`src/sv/cfa_pkg.sv`:
```
package cfa_pkg;

  // Input beat layout (tdata), lowest bit first
  localparam int unsigned IdW      = 16;
  localparam int unsigned PosW     = 32;
  localparam int unsigned ChgW     = 32;
  localparam int unsigned InDataW  = 288;
  localparam int unsigned ForceW   = 64;
  localparam int unsigned OutDataW = 3 * ForceW;

  localparam int unsigned TgtIdLsb  = 0;
  localparam int unsigned TgtPosLsb = 16;
  localparam int unsigned TgtChgLsb = 112;
  localparam int unsigned SrcIdLsb  = 144;
  localparam int unsigned SrcPosLsb = 160;
  localparam int unsigned SrcChgLsb = 256;

  // Configuration
  localparam int unsigned CfgIdxW   = 1;
  localparam int unsigned CfgDataW  = 32;
  localparam int unsigned ScaleW    = 32;
  localparam int unsigned MinDistW  = 31;
  localparam logic [CfgIdxW-1:0] CFG_FORCE_SCALE  = 1'b0;
  localparam logic [CfgIdxW-1:0] CFG_MIN_DISTANCE = 1'b1;
  localparam logic [ScaleW-1:0]   SCALE_RESET   = 32'h0001_0000;
  localparam logic [MinDistW-1:0] MINDIST_RESET = 31'd1;

  // Datapath widths
  localparam int unsigned DMagW   = 33;   // |target - source|
  localparam int unsigned RootW   = 34;   // distance
  localparam int unsigned RadW    = 66;   // sum of squares
  localparam int unsigned SremW   = 37;
  localparam int unsigned SqrtSteps = RadW / 2;
  localparam int unsigned ProdW   = 130;  // shared multiplier product
  localparam int unsigned MulBW   = 34;
  localparam int unsigned SbW     = 96;   // scale * |q1 q2|
  localparam int unsigned DenW    = 102;  // distance cubed
  localparam int unsigned NumW    = 192;
  localparam int unsigned QuotW   = 64;

  // Multiplier operations
  localparam logic [2:0] MUL_SQX = 3'd0;
  localparam logic [2:0] MUL_SQY = 3'd1;
  localparam logic [2:0] MUL_SQZ = 3'd2;
  localparam logic [2:0] MUL_R2  = 3'd3;
  localparam logic [2:0] MUL_R3  = 3'd4;
  localparam logic [2:0] MUL_QQ  = 3'd5;
  localparam logic [2:0] MUL_SB  = 3'd6;
  localparam logic [2:0] MUL_AX  = 3'd7;

  typedef struct packed {
    logic       load;
    logic       mul_start;
    logic [2:0] mul_op;
    logic       sqrt_start;
    logic       div_start;
    logic       acc_add;
    logic       emit;
    logic [1:0] axis;
  } cmd_t;

  typedef struct packed {
    logic mul_busy;
    logic sqrt_busy;
    logic div_busy;
    logic skip;
    logic last;
    logic out_free;
  } sts_t;

endpackage

```
`src/sv/cfa_mul.sv`:
```
module cfa_mul (
  input  logic                       clk_i,
  input  logic                       rst_ni,
  input  logic                       start_i,
  input  logic [cfa_pkg::ProdW-1:0]  a_i,
  input  logic [cfa_pkg::MulBW-1:0]  b_i,
  input  logic [cfa_pkg::ProdW-1:0]  p_init_i,
  output logic [cfa_pkg::ProdW-1:0]  p_o,
  output logic                       busy_o
);

  logic [cfa_pkg::ProdW-1:0] a_q, a_d, p_q, p_d;
  logic [cfa_pkg::MulBW-1:0] b_q, b_d;
  logic                      busy_q, busy_d;

  // shift-add: one multiplier bit per cycle, stop once no bits remain
  always_comb begin
    a_d    = a_q;
    b_d    = b_q;
    p_d    = p_q;
    busy_d = busy_q;
    if (start_i) begin
      a_d    = a_i;
      b_d    = b_i;
      p_d    = p_init_i;
      busy_d = (b_i != '0);
    end else if (busy_q) begin
      if (b_q[0]) begin
        p_d = p_q + a_q;
      end
      a_d    = a_q << 1;
      b_d    = b_q >> 1;
      busy_d = ((b_q >> 1) != '0);
    end
  end

  always_ff @(posedge clk_i or negedge rst_ni) begin
    if (!rst_ni) begin
      busy_q <= 1'b0;
    end else begin
      busy_q <= busy_d;
    end
  end

  always_ff @(posedge clk_i) begin
    a_q <= a_d;
    b_q <= b_d;
    p_q <= p_d;
  end

  assign p_o    = p_q;
  assign busy_o = busy_q;

endmodule

```
`src/sv/cfa_datapath.sv`:
```
module cfa_datapath #(
  parameter int unsigned FRAC_BITS = 16
) (
  input  logic                          clk_i,
  input  logic                          rst_ni,
  input  cfa_pkg::cmd_t                 cmd_i,
  output cfa_pkg::sts_t                 sts_o,
  input  logic [cfa_pkg::InDataW-1:0]   in_data_i,
  input  logic                          in_last_i,
  input  logic                          cfg_we_i,
  input  logic [cfa_pkg::CfgIdxW-1:0]   cfg_index_i,
  input  logic [cfa_pkg::CfgDataW-1:0]  cfg_data_i,
  output logic                          out_valid_o,
  input  logic                          out_ready_i,
  output logic [cfa_pkg::OutDataW-1:0]  out_data_o
);

  localparam int unsigned NumShift = FRAC_BITS + 32;

  // configuration
  logic [cfa_pkg::ScaleW-1:0]   scale_q;
  logic [cfa_pkg::MinDistW-1:0] mindist_q;

  always_ff @(posedge clk_i or negedge rst_ni) begin
    if (!rst_ni) begin
      scale_q   <= cfa_pkg::SCALE_RESET;
      mindist_q <= cfa_pkg::MINDIST_RESET;
    end else if (cfg_we_i) begin
      case (cfg_index_i)
        cfa_pkg::CFG_FORCE_SCALE:  scale_q   <= cfg_data_i;
        cfa_pkg::CFG_MIN_DISTANCE: mindist_q <= cfg_data_i[cfa_pkg::MinDistW-1:0];
        default: ;
      endcase
    end
  end

  // pair registers
  logic [cfa_pkg::DMagW-1:0] dmag_q [3];
  logic [2:0]                dneg_q;
  logic [31:0]               qa_q, qb_q;
  logic                      qneg_q, skip_q, last_q;

  logic [cfa_pkg::DMagW-1:0] diff [3];
  logic [cfa_pkg::PosW-1:0]  tpos [3];
  logic [cfa_pkg::PosW-1:0]  spos [3];
  logic [cfa_pkg::ChgW-1:0]  tchg, schg;

  always_comb begin
    for (int i = 0; i < 3; i++) begin
      tpos[i] = in_data_i[cfa_pkg::TgtPosLsb + i*cfa_pkg::PosW +: cfa_pkg::PosW];
      spos[i] = in_data_i[cfa_pkg::SrcPosLsb + i*cfa_pkg::PosW +: cfa_pkg::PosW];
      diff[i] = {tpos[i][31], tpos[i]} - {spos[i][31], spos[i]};
    end
    tchg = in_data_i[cfa_pkg::TgtChgLsb +: cfa_pkg::ChgW];
    schg = in_data_i[cfa_pkg::SrcChgLsb +: cfa_pkg::ChgW];
  end

  always_ff @(posedge clk_i) begin
    if (cmd_i.load) begin
      for (int i = 0; i < 3; i++) begin
        dneg_q[i] <= diff[i][32];
        dmag_q[i] <= diff[i][32] ? (~diff[i] + 1'b1) : diff[i];
      end
      qa_q   <= tchg[31] ? (~tchg + 1'b1) : tchg;
      qb_q   <= schg[31] ? (~schg + 1'b1) : schg;
      qneg_q <= tchg[31] ^ schg[31];
      skip_q <= in_data_i[cfa_pkg::TgtIdLsb +: cfa_pkg::IdW] ==
                in_data_i[cfa_pkg::SrcIdLsb +: cfa_pkg::IdW];
      last_q <= in_last_i;
    end
  end

  // shared multiplier and its operand selection
  logic [cfa_pkg::ProdW-1:0] mul_a, mul_p0, p;
  logic [cfa_pkg::MulBW-1:0] mul_b;
  logic                      mul_busy;
  logic [cfa_pkg::RootW-1:0] root_q, rc_q, rc;
  logic [cfa_pkg::RootW-1:0] rmin;
  logic [cfa_pkg::SbW-1:0]   sb_q, sb_src;
  logic [cfa_pkg::DenW-1:0]  den_q;

  assign rmin   = (mindist_q == '0) ? cfa_pkg::RootW'(1) : cfa_pkg::RootW'(mindist_q);
  assign rc     = (root_q < rmin) ? rmin : root_q;
  assign sb_src = (cmd_i.axis == 2'd0) ? p[cfa_pkg::SbW-1:0] : sb_q;

  always_comb begin
    mul_a  = '0;
    mul_b  = '0;
    mul_p0 = '0;
    case (cmd_i.mul_op)
      cfa_pkg::MUL_SQX: begin
        mul_a = cfa_pkg::ProdW'(dmag_q[0]);
        mul_b = cfa_pkg::MulBW'(dmag_q[0]);
      end
      cfa_pkg::MUL_SQY: begin
        mul_a  = cfa_pkg::ProdW'(dmag_q[1]);
        mul_b  = cfa_pkg::MulBW'(dmag_q[1]);
        mul_p0 = p;
      end
      cfa_pkg::MUL_SQZ: begin
        mul_a  = cfa_pkg::ProdW'(dmag_q[2]);
        mul_b  = cfa_pkg::MulBW'(dmag_q[2]);
        mul_p0 = p;
      end
      cfa_pkg::MUL_R2: begin
        mul_a = cfa_pkg::ProdW'(rc);
        mul_b = rc;
      end
      cfa_pkg::MUL_R3: begin
        mul_a = p;
        mul_b = rc_q;
      end
      cfa_pkg::MUL_QQ: begin
        mul_a = cfa_pkg::ProdW'(qa_q);
        mul_b = cfa_pkg::MulBW'(qb_q);
      end
      cfa_pkg::MUL_SB: begin
        mul_a = p;
        mul_b = cfa_pkg::MulBW'(scale_q);
      end
      cfa_pkg::MUL_AX: begin
        mul_a = cfa_pkg::ProdW'(sb_src);
        mul_b = cfa_pkg::MulBW'(dmag_q[cmd_i.axis]);
      end
      default: ;
    endcase
  end

  always_ff @(posedge clk_i) begin
    if (cmd_i.mul_start) begin
      if (cmd_i.mul_op == cfa_pkg::MUL_R2) begin
        rc_q <= rc;
      end
      if (cmd_i.mul_op == cfa_pkg::MUL_QQ) begin
        den_q <= p[cfa_pkg::DenW-1:0];
      end
      if (cmd_i.mul_op == cfa_pkg::MUL_AX) begin
        sb_q <= sb_src;
      end
    end
  end

  cfa_mul u_mul (
    .clk_i    (clk_i),
    .rst_ni   (rst_ni),
    .start_i  (cmd_i.mul_start),
    .a_i      (mul_a),
    .b_i      (mul_b),
    .p_init_i (mul_p0),
    .p_o      (p),
    .busy_o   (mul_busy)
  );

  // integer square root, two radicand bits per cycle
  logic [cfa_pkg::RadW-1:0]  rad_q;
  logic [cfa_pkg::SremW-1:0] srem_q, srem_s, strial;
  logic [5:0]                scnt_q;
  logic                      sbusy_q;

  assign srem_s = {srem_q[cfa_pkg::SremW-3:0], rad_q[cfa_pkg::RadW-1 -: 2]};
  assign strial = {1'b0, root_q, 2'b01};

  always_ff @(posedge clk_i or negedge rst_ni) begin
    if (!rst_ni) begin
      sbusy_q <= 1'b0;
    end else if (cmd_i.sqrt_start) begin
      sbusy_q <= 1'b1;
    end else if (sbusy_q && scnt_q == 6'(cfa_pkg::SqrtSteps - 1)) begin
      sbusy_q <= 1'b0;
    end
  end

  always_ff @(posedge clk_i) begin
    if (cmd_i.sqrt_start) begin
      rad_q  <= p[cfa_pkg::RadW-1:0];
      srem_q <= '0;
      root_q <= '0;
      scnt_q <= '0;
    end else if (sbusy_q) begin
      rad_q  <= rad_q << 2;
      scnt_q <= scnt_q + 1'b1;
      if (srem_s >= strial) begin
        srem_q <= srem_s - strial;
        root_q <= {root_q[cfa_pkg::RootW-2:0], 1'b1};
      end else begin
        srem_q <= srem_s;
        root_q <= {root_q[cfa_pkg::RootW-2:0], 1'b0};
      end
    end
  end

  // restoring divider for the low 64 quotient bits; overflow flagged up front
  logic [cfa_pkg::NumW-1:0]    nfull;
  logic [cfa_pkg::NumW-65:0]   nhigh;
  logic [cfa_pkg::DenW-1:0]    drem_q;
  logic [cfa_pkg::DenW:0]      drem_s;
  logic [63:0]                 nlo_q;
  logic [cfa_pkg::QuotW-1:0]   quot_q;
  logic [6:0]                  dcnt_q;
  logic                        dbusy_q, sat_q;

  assign nfull  = cfa_pkg::NumW'(p) << NumShift;
  assign nhigh  = nfull[cfa_pkg::NumW-1:64];
  assign drem_s = {drem_q, nlo_q[63]};

  always_ff @(posedge clk_i or negedge rst_ni) begin
    if (!rst_ni) begin
      dbusy_q <= 1'b0;
    end else if (cmd_i.div_start) begin
      dbusy_q <= 1'b1;
    end else if (dbusy_q && dcnt_q == 7'(cfa_pkg::QuotW - 1)) begin
      dbusy_q <= 1'b0;
    end
  end

  always_ff @(posedge clk_i) begin
    if (cmd_i.div_start) begin
      sat_q  <= nhigh >= (cfa_pkg::NumW-64)'(den_q);
      drem_q <= nhigh[cfa_pkg::DenW-1:0];
      nlo_q  <= nfull[63:0];
      quot_q <= '0;
      dcnt_q <= '0;
    end else if (dbusy_q) begin
      nlo_q  <= nlo_q << 1;
      dcnt_q <= dcnt_q + 1'b1;
      if (drem_s >= {1'b0, den_q}) begin
        drem_q <= cfa_pkg::DenW'(drem_s - {1'b0, den_q});
        quot_q <= {quot_q[cfa_pkg::QuotW-2:0], 1'b1};
      end else begin
        drem_q <= drem_s[cfa_pkg::DenW-1:0];
        quot_q <= {quot_q[cfa_pkg::QuotW-2:0], 1'b0};
      end
    end
  end

  // signed term and saturating accumulate
  logic [cfa_pkg::ForceW-1:0] sum_q [3];
  logic [cfa_pkg::ForceW-1:0] term, sum_sel, sum_new;
  logic [cfa_pkg::ForceW:0]   sum_w;
  logic                       tneg, tsat;

  localparam logic [cfa_pkg::ForceW-1:0] SMax = {1'b0, {(cfa_pkg::ForceW-1){1'b1}}};
  localparam logic [cfa_pkg::ForceW-1:0] SMin = {1'b1, {(cfa_pkg::ForceW-1){1'b0}}};

  always_comb begin
    tneg    = qneg_q ^ dneg_q[cmd_i.axis];
    tsat    = sat_q | quot_q[cfa_pkg::QuotW-1];
    if (tsat) begin
      term = tneg ? SMin : SMax;
    end else begin
      term = tneg ? (~quot_q + 1'b1) : quot_q;
    end
    sum_sel = sum_q[cmd_i.axis];
    sum_w   = {sum_sel[63], sum_sel} + {term[63], term};
    if (sum_w[64] != sum_w[63]) begin
      sum_new = sum_w[64] ? SMin : SMax;
    end else begin
      sum_new = sum_w[63:0];
    end
  end

  logic                         out_valid_q;
  logic [cfa_pkg::OutDataW-1:0] out_data_q;

  always_ff @(posedge clk_i or negedge rst_ni) begin
    if (!rst_ni) begin
      for (int i = 0; i < 3; i++) begin
        sum_q[i] <= '0;
      end
      out_valid_q <= 1'b0;
    end else begin
      if (cmd_i.emit) begin
        for (int i = 0; i < 3; i++) begin
          sum_q[i] <= '0;
        end
      end else if (cmd_i.acc_add) begin
        sum_q[cmd_i.axis] <= sum_new;
      end
      if (cmd_i.emit) begin
        out_valid_q <= 1'b1;
      end else if (out_ready_i) begin
        out_valid_q <= 1'b0;
      end
    end
  end

  always_ff @(posedge clk_i) begin
    if (cmd_i.emit) begin
      out_data_q <= {sum_q[2], sum_q[1], sum_q[0]};
    end
  end

  assign out_valid_o = out_valid_q;
  assign out_data_o  = out_data_q;

  assign sts_o.mul_busy  = mul_busy;
  assign sts_o.sqrt_busy = sbusy_q;
  assign sts_o.div_busy  = dbusy_q;
  assign sts_o.skip      = skip_q;
  assign sts_o.last      = last_q;
  assign sts_o.out_free  = !out_valid_q || out_ready_i;

endmodule

```
`src/sv/cfa_ctrl.sv`:
```
module cfa_ctrl (
  input  logic          clk_i,
  input  logic          rst_ni,
  input  logic          in_valid_i,
  output logic          in_ready_o,
  input  cfa_pkg::sts_t sts_i,
  output cfa_pkg::cmd_t cmd_o
);

  localparam logic [3:0] S_IDLE = 4'd0;
  localparam logic [3:0] S_DISP = 4'd1;
  localparam logic [3:0] S_SQX  = 4'd2;
  localparam logic [3:0] S_SQY  = 4'd3;
  localparam logic [3:0] S_SQZ  = 4'd4;
  localparam logic [3:0] S_SQRT = 4'd5;
  localparam logic [3:0] S_R2   = 4'd6;
  localparam logic [3:0] S_R3   = 4'd7;
  localparam logic [3:0] S_QQ   = 4'd8;
  localparam logic [3:0] S_SB   = 4'd9;
  localparam logic [3:0] S_NEXT = 4'd10;
  localparam logic [3:0] S_AXM  = 4'd11;
  localparam logic [3:0] S_AXD  = 4'd12;
  localparam logic [3:0] S_ACC  = 4'd13;
  localparam logic [3:0] S_EMIT = 4'd14;

  logic [3:0] state_q, state_d;
  logic [1:0] axis_q, axis_d;

  always_comb begin
    state_d    = state_q;
    axis_d     = axis_q;
    cmd_o      = '0;
    cmd_o.axis = axis_q;
    in_ready_o = (state_q == S_IDLE);
    case (state_q)
      S_IDLE: begin
        if (in_valid_i) begin
          cmd_o.load = 1'b1;
          state_d    = S_DISP;
        end
      end
      S_DISP: begin
        if (sts_i.skip) begin
          state_d = sts_i.last ? S_EMIT : S_IDLE;
        end else begin
          cmd_o.mul_start = 1'b1;
          cmd_o.mul_op    = cfa_pkg::MUL_SQX;
          state_d         = S_SQX;
        end
      end
      S_SQX: begin
        if (!sts_i.mul_busy) begin
          cmd_o.mul_start = 1'b1;
          cmd_o.mul_op    = cfa_pkg::MUL_SQY;
          state_d         = S_SQY;
        end
      end
      S_SQY: begin
        if (!sts_i.mul_busy) begin
          cmd_o.mul_start = 1'b1;
          cmd_o.mul_op    = cfa_pkg::MUL_SQZ;
          state_d         = S_SQZ;
        end
      end
      S_SQZ: begin
        if (!sts_i.mul_busy) begin
          cmd_o.sqrt_start = 1'b1;
          state_d          = S_SQRT;
        end
      end
      S_SQRT: begin
        if (!sts_i.sqrt_busy) begin
          cmd_o.mul_start = 1'b1;
          cmd_o.mul_op    = cfa_pkg::MUL_R2;
          state_d         = S_R2;
        end
      end
      S_R2: begin
        if (!sts_i.mul_busy) begin
          cmd_o.mul_start = 1'b1;
          cmd_o.mul_op    = cfa_pkg::MUL_R3;
          state_d         = S_R3;
        end
      end
      S_R3: begin
        if (!sts_i.mul_busy) begin
          cmd_o.mul_start = 1'b1;
          cmd_o.mul_op    = cfa_pkg::MUL_QQ;
          state_d         = S_QQ;
        end
      end
      S_QQ: begin
        if (!sts_i.mul_busy) begin
          cmd_o.mul_start = 1'b1;
          cmd_o.mul_op    = cfa_pkg::MUL_SB;
          state_d         = S_SB;
        end
      end
      S_SB: begin
        if (!sts_i.mul_busy) begin
          axis_d  = 2'd0;
          state_d = S_NEXT;
        end
      end
      S_NEXT: begin
        cmd_o.mul_start = 1'b1;
        cmd_o.mul_op    = cfa_pkg::MUL_AX;
        state_d         = S_AXM;
      end
      S_AXM: begin
        if (!sts_i.mul_busy) begin
          cmd_o.div_start = 1'b1;
          state_d         = S_AXD;
        end
      end
      S_AXD: begin
        if (!sts_i.div_busy) begin
          state_d = S_ACC;
        end
      end
      S_ACC: begin
        cmd_o.acc_add = 1'b1;
        if (axis_q == 2'd2) begin
          axis_d  = 2'd0;
          state_d = sts_i.last ? S_EMIT : S_IDLE;
        end else begin
          axis_d  = axis_q + 2'd1;
          state_d = S_NEXT;
        end
      end
      S_EMIT: begin
        if (sts_i.out_free) begin
          cmd_o.emit = 1'b1;
          state_d    = S_IDLE;
        end
      end
      default: begin
        state_d = S_IDLE;
      end
    endcase
  end

  always_ff @(posedge clk_i or negedge rst_ni) begin
    if (!rst_ni) begin
      state_q <= S_IDLE;
      axis_q  <= 2'd0;
    end else begin
      state_q <= state_d;
      axis_q  <= axis_d;
    end
  end

endmodule

```
`src/sv/coulomb_force_accumulator_top.sv`:
```
// Coulomb force accumulator.
// Slave stream: one beat per (target, source) particle pair; tlast marks the
// last source for the current target. Pairs with equal ids add nothing.
// Master stream: one beat of summed force (x, y, z, signed Q32.32, saturated)
// for every slave beat that carried tlast; the sums clear after it.
// Config channel: index 0 writes force_scale, index 1 writes min_distance.
// Write it only while no pair is in flight.
// Pairs are taken one at a time. The time a pair takes is set by the shared
// bit-serial multiplier (one multiplier bit per cycle, ten operations per
// pair), the 33-step square root and three 64-step divisions. A skipped
// pair goes straight back to idle, or to the emit state when it carries
// tlast. The force beat is registered, loaded once the last pair finishes
// and the output register is free. The output register holds it while
// the receiver stalls; the block keeps taking new pairs meanwhile and only
// waits when a second result is ready before the first has left.
// Reset: sums clear, force_scale returns to 1.0 and min_distance to one LSB.
module coulomb_force_accumulator_top #(
  parameter int unsigned FRAC_BITS = 16
) (
  input  logic                          clk_i,
  input  logic                          rst_ni,
  input  logic                          s_tvalid,
  output logic                          s_tready,
  // target_id, target_pos_x, target_pos_y, target_pos_z, target_charge,
  // source_id, source_pos_x, source_pos_y, source_pos_z, source_charge
  input  logic [cfa_pkg::InDataW-1:0]   s_tdata,
  input  logic                          s_tlast,   // last_pair
  output logic                          m_tvalid,
  input  logic                          m_tready,
  // force_x, force_y, force_z
  output logic [cfa_pkg::OutDataW-1:0]  m_tdata,
  input  logic                          cfg_valid_i,
  output logic                          cfg_ready_o,
  input  logic [cfa_pkg::CfgIdxW-1:0]   cfg_index_i,
  input  logic [cfa_pkg::CfgDataW-1:0]  cfg_data_i
);

  cfa_pkg::cmd_t cmd;
  cfa_pkg::sts_t sts;

  // config writes land at once
  assign cfg_ready_o = 1'b1;

  cfa_ctrl u_ctrl (
    .clk_i      (clk_i),
    .rst_ni     (rst_ni),
    .in_valid_i (s_tvalid),
    .in_ready_o (s_tready),
    .sts_i      (sts),
    .cmd_o      (cmd)
  );

  cfa_datapath #(
    .FRAC_BITS (FRAC_BITS)
  ) u_datapath (
    .clk_i       (clk_i),
    .rst_ni      (rst_ni),
    .cmd_i       (cmd),
    .sts_o       (sts),
    .in_data_i   (s_tdata),
    .in_last_i   (s_tlast),
    .cfg_we_i    (cfg_valid_i),
    .cfg_index_i (cfg_index_i),
    .cfg_data_i  (cfg_data_i),
    .out_valid_o (m_tvalid),
    .out_ready_i (m_tready),
    .out_data_o  (m_tdata)
  );

endmodule

```
`config.mk`:
```
export PLATFORM = sky130hd
export DESIGN_NAME = coulomb_force_accumulator_top
export DESIGN_NICKNAME = d
export VERILOG_FILES = /design/src/sv/cfa_pkg.sv /design/src/sv/cfa_mul.sv /design/src/sv/cfa_datapath.sv /design/src/sv/cfa_ctrl.sv /design/src/sv/coulomb_force_accumulator_top.sv
export SDC_FILE = /design/constraint.sdc
export NUM_CORES = 2
export LEC_CHECK = 0
export BUFFER_PORTS_ARGS = -buffer_cell sky130_fd_sc_hd__buf_4
export CAP_MARGIN = 15
export CORE_MARGIN = 5
export CORE_UTILIZATION = 65
export CTS_BUF_LIST = sky130_fd_sc_hd__clkbuf_8
export DETAILED_ROUTE_END_ITERATION = 10
export PLACE_DENSITY = 0.85
export SLEW_MARGIN = 15
export SYNTH_ARGS = -nofsm -noshare
export SYNTH_HDL_FRONTEND = slang
export SYNTH_SLANG_ARGS = --single-unit
```
`constraint.sdc`:
```
create_clock -name clk_i -period 34.7 [get_ports clk_i]
set_clock_uncertainty 0.2 [all_clocks]
set_input_delay 6.94 -clock clk_i [delete_from_list [all_inputs] [get_ports clk_i]]
set_output_delay 6.94 -clock clk_i [all_outputs]
set_load 0.02 [all_outputs]
```
Word-level counts from Yosys, hierarchy flattened:

Memory sizes are Yosys's and may differ from the RTL's.
Index checks and enable logic that the tools add are counted.
W data, S select, Z words.

* add/sub/neg operators: 16
* magnitude comparators: 7
* eq/ne operators: 39
* muxes and demuxes: 88
* bitwise logic cells: 11
* reduce and logical (&&, ||, !) cells: 30

Operators by type and width (count)
* $pmux W130 S7: 1
* $mux W130: 6
* $mux W64: 10
* $mux W192: 2
* $mux W102: 3
* $pmux W34 S8: 1
* $bwmux W192: 1
* $mux W66: 2
* $add A130 B130 Y130: 1
* $bmux W64 S2: 1
* $demux W64 S2: 1
* $ge A114 B102 Y1: 1
* $ge A103 B102 Y1: 1
* $mux W34: 3
* $sub A102 B102 Y102: 1
* $add A33 B1 Y33 const B: 3
* $mux W33: 3
* $not A33 Y33: 3
* $sub A32 B32 Y33: 3
* $mux W96: 1
* $mux W31: 3
* $mux W4: 22
* $reduce_bool A34 Y1: 2
* $add A64 B64 Y65: 1
* 49 further kinds: 115

* register bits: 1384
* bits in writable memories: 99
* output and inout port bits: 195
* word-level logic and storage cells: 227
* memories kept: 1

Memories
* u_datapath.dmag_q: depth 3, width 33, rd ports 4, clocked after Yosys merged registers in 0, wr ports 3, RTL line cfa_datapath.sv:38 `logic [cfa_pkg::DMagW-1:0] dmag_q [3];`

Logic depth before layout (Yosys ltp):

* word-level depth: 11
* mapped depth: 27

Cells and area by module:

A second synthesis with hierarchy kept.

* cell total of the unflattened synthesis: 9977
* area, all modules: 97154.4 um^2

Modules (own cells, without submodules)
* cfa_datapath: times used 1, cells an instance 7675, area each 75177.1 um^2, seq. area each 32743.9 um^2
* cfa_mul: times used 1, cells an instance 2210, area each 21312.9 um^2, seq. area each 8853.5 um^2
* cfa_ctrl: times used 1, cells an instance 90, area each 653.1 um^2, seq. area each 150.1 um^2
* coulomb_force_accumulator_top: times used 1, cells an instance 2, area each 11.3 um^2, seq. area each 0.0 um^2

Worst setup path after synthesis:

Ideal clock, no wire load.

* path type: input to register
* start point: in m_tready
* end point: reg u_datapath.sum_q[124] (netlist name)
* setup time: 133 ps
* arrival: 12317 ps
* setup slack: 22050 ps
* cell stages on the path: 8
* cells stage by stage: nor2b_1 or3_1 clkbuf_1 inv_1 nor2_1 clkbuf_1 a32oi_1 o21ai_0

RTL lines
* start, declared: RTL line coulomb_force_accumulator_top.sv:29 `input logic m_tready,`
* end signal, assigned by index: RTL line cfa_datapath.sv:277 `sum_q[cmd_i.axis] <= sum_new;`
* end, declared: RTL line cfa_datapath.sv:237 `logic [cfa_pkg::ForceW-1:0] sum_q [3];`

==> impl_metrics.yaml <==
run_status:
  status: "complete, no violations"
drt:
  drcViolationCount: 0
  first_pass_iters: 11
  ant_nets: 0
  routedWlPerCell_um: 25.1
  vias: 83241
  totalWireLength_mm: 313
  viasPerCell: 6.68
  drt_iter0_markers: 9925
logic_synthesis:
  yosys.area_share.simple: 0.157
  syn_inst: 10034
  synth-main-ff-cell: "edfxtp_1"
  syn_area_per_cell_um2: 9.42
  yosysTopAreaCell: "edfxtp_1"
  synth.distinct_cells: 108
  synth_compound_area_frac: 0.187
  synth_edf_count: 1072
  synth_top_family_by_area: "compound AO/OA/AOI/OAI gates"
  synth_area_um2: 94500
  ys_async_sr_fraction: 0.179
  synth_xor_area_frac: 0.0499
  ys_seq_elements: 1483
  yosys-top-cells-area: "edfxtp_1 34%, ha_1 7.5%, dfrtp_1 7.0%"
  seq_area_frac_synth: 0.442
  syn-num-nets: 10935
  synth_warnings: 0
  synth.top_cell.area_share: 0.340
  synth_fa_ha_area_frac: 0.0783
  synthMuxAreaShare: 0.0465
flow_run:
  maxCapViolCount: 0
grt:
  use_met1: 0.505
  overflow: 0
  grt_pass1_wl_mm: 472
  antenna_found_initial: 6
  grt_max_degree: 201
  busiest_layer: "met2"
  grt_usage: 0.398
  grt_use_met3: 0.0694
  grt_pass1_vias: 79647
  met2_usage: 0.628
setup_path:
  cp.arrival_ns: 11.02
  critPathRequiredTime_ns: 35.23
  worst-setup-path-type: "primary input to register"
  critPathMaxFanout: 19
  endpoint_kind: "register"
  r2r_slack_ns: 25.95
  start_kind: "primary input"
hold_path:
  hp-class: "register to register"
clocking:
  cts_root_buffer: "clkbuf_8"
  cts_tree: "done"
  numCtsBuffers: 234
  cts.reportedPaths.clkPinSlew_ns: 0.07
  post_cts_resized: 0
  cts_hold_buf: 0
  clock_latency_ns: 1.07
  cts_sinks: 1483
  cts_setup_buffers: 0
  htreeDepth: 4
  cts_buffer_depth: 3
layout:
  fin_area_um2: 105000
  syn2layout_area_growth_pct: 10.8
  final_cells: 12469
  drive_gt1_frac: 0.117
  nets: 11248
sta:
  setup_tns_ns: 0
  tightest_slew_ns: 1.30
  grt_setup_unrepaired: "no"
  finalCritPeriodShare: 0.302
  max_slew_margin: 0.136
  final_hold_viol_count: 0
  slew_viol_final: 0
  period_minus_slack_ns: 10.49
  fmax_mhz: 95.3
  setup_viol: 0
power:
  switching_power_uw: 4450
  netSwitchingFraction: 0.462
  power.internal_uw: 5190
  powerDensity_nw_per_um2: 92.0
  power.leakage_uw: 0.0438
  max-vdd-ir-drop_mv: 0.169
  p_total_uw: 9640
  p_seq_frac: 0.331
  p_clk_frac: 0.162
  comb_power_share: 0.507
placement:
  gp_congestion: 1.02
  placement.cell_area_um2: 99800
  dp_hpwl_mm: 232
  placement.io_buffers: 520
  dp.cells: 12026
die:
  die_y_um: 391
  initial_core_util: 0.652
  fp-row-count: 140
  coreArea_um2: 145000
  die-area_um2: 153000
  io-pin-count: 522
  die_x_um: 391
layout make-up:
class	count	area, µm²
Multi-Input combinational cell	7564	49300
Sequential cell	1483	41800
Fill cell	10552	40300
Timing Repair Buffer	612	4630
Clock buffer	260	3580
Tap cell	1917	2400
Inverter	452	1710
Clock inverter	175	1380
Antenna cell	6	15.0
power by group through the flow:
| stage | registers, µW | logic (µW) | clock network, µW |
|---|---|---|---|
| floorplan | 2950 | 3530 | 0 |
| global placement | 3170 | 4600 | 0 |
| detailed placement | 3190 | 4720 | 0 |
| CTS | 3160 | 4760 | 1570 |
| global route | 3210 | 5300 | 1650 |
| finish | 3190 | 4890 | 1560 |
stage by stage:
stage	hold slack, ns	utilization	worst slack, ns
floorplan	0.246	-	22.05
CTS	0.241	0.722	24.39
global placement	0.254	0.688	23.40
global route	0.276	0.722	23.88
finish	0.234	0.722	24.21
detailed placement	0.260	0.688	23.31
metal layers:
metal  part of all wire  vias to the layer above
met1               0.38                    39961
li1                   -                    37555
met4              0.079                        2
met3              0.092                      981
met5           0.000042                        -
met2               0.45                     4742
registers in the layout, indices dropped and copies added (netlist names), 64 cells and up:
register and flops:
u_datapath.den_q 102, u_datapath.rad_q 66, u_datapath.quot_q 64, u_datapath.out_data_o 192, u_datapath.sb_q 96, u_datapath.drem_q 102
u_datapath.u_mul.p_o 130, u_datapath.sum_q 192, u_datapath.dmag_q 99, u_datapath.u_mul.a_q 130
logic make-up (layout without fill, tap and decap cells):
group	Yosys count	in the layout
simple gates	3242	3242
compound gates	2771	2771
flops	1483	1483
buf+inv	987	1499
fa+ha+maj	592	592
xor+xnor	539	539
mux	419	419
other cells	1	7
cell usage after synthesis, types with 205 or more instances:
| cell | count |
|---|---|
| ha_1 | 568 |
| o21ai_0 | 627 |
| nand2_1 | 1299 |
| a21o_1 | 274 |
| edfxtp_1 | 1072 |
| inv_1 | 450 |
| nand3_1 | 240 |
| a21oi_1 | 811 |
| nor2_1 | 825 |
| mux2i_1 | 255 |
| clkbuf_1 | 458 |
| nand4_1 | 205 |
| xnor2_1 | 357 |
| dfrtp_1 | 263 |
critical path, cell delays in order:
cell	delay, ns
buf_4	0.08
inv_1	0.04
ha_1	0.20
inv_1	0.07
fa_1	0.23
a211oi_1	0.11
o21ai_0	0.31
nand3b_1	0.19
a21o_1	0.26
a2111o_1	0.40
a211oi_1	0.25
o21ai_0	0.15
a21oi_1	0.26
a2bb2oi_2	0.69
inv_1	0.48
o21ai_0	0.25
xnor2_1	0.11
path summary, 6_finish.rpt:
check,start,end,depth (start not counted)
setup / recovery,s_tdata[80],u_datapath.dmag_q[2][21]$_DFFE_PP_,17
hold / removal,u_datapath.sum_q[55]$_DFFE_PN0P_,u_datapath.out_data_o[183]$_DFFE_PP_,0
setup reg to reg,u_ctrl.axis_q[1]$_DFFE_PN0P_,u_datapath.sum_q[62]$_DFFE_PN0P_,21
hold reg to reg,u_datapath.sum_q[55]$_DFFE_PN0P_,u_datapath.out_data_o[183]$_DFFE_PP_,0
max in group asynchronous,rst_ni,u_datapath.sum_q[162]$_DFFE_PN0P_,3
min in group asynchronous,rst_ni,u_datapath.mindist_q[12]$_DFFE_PN0P_,1
cell usage in the layout, fill, tap and decap left out, drive strengths merged, types with 182 or more instances in the layout:
master,count
ha,568
xnor2,357
inv,530
nand4,206
clkbuf,260
edfxtp,1072
buf,612
nand3,240
a21oi,815
mux2i,255
xor2,182
nor2,826
a21o,274
dfrtp,263
nand2,1299
o21ai,640
(Power assumes the default switching activity.)
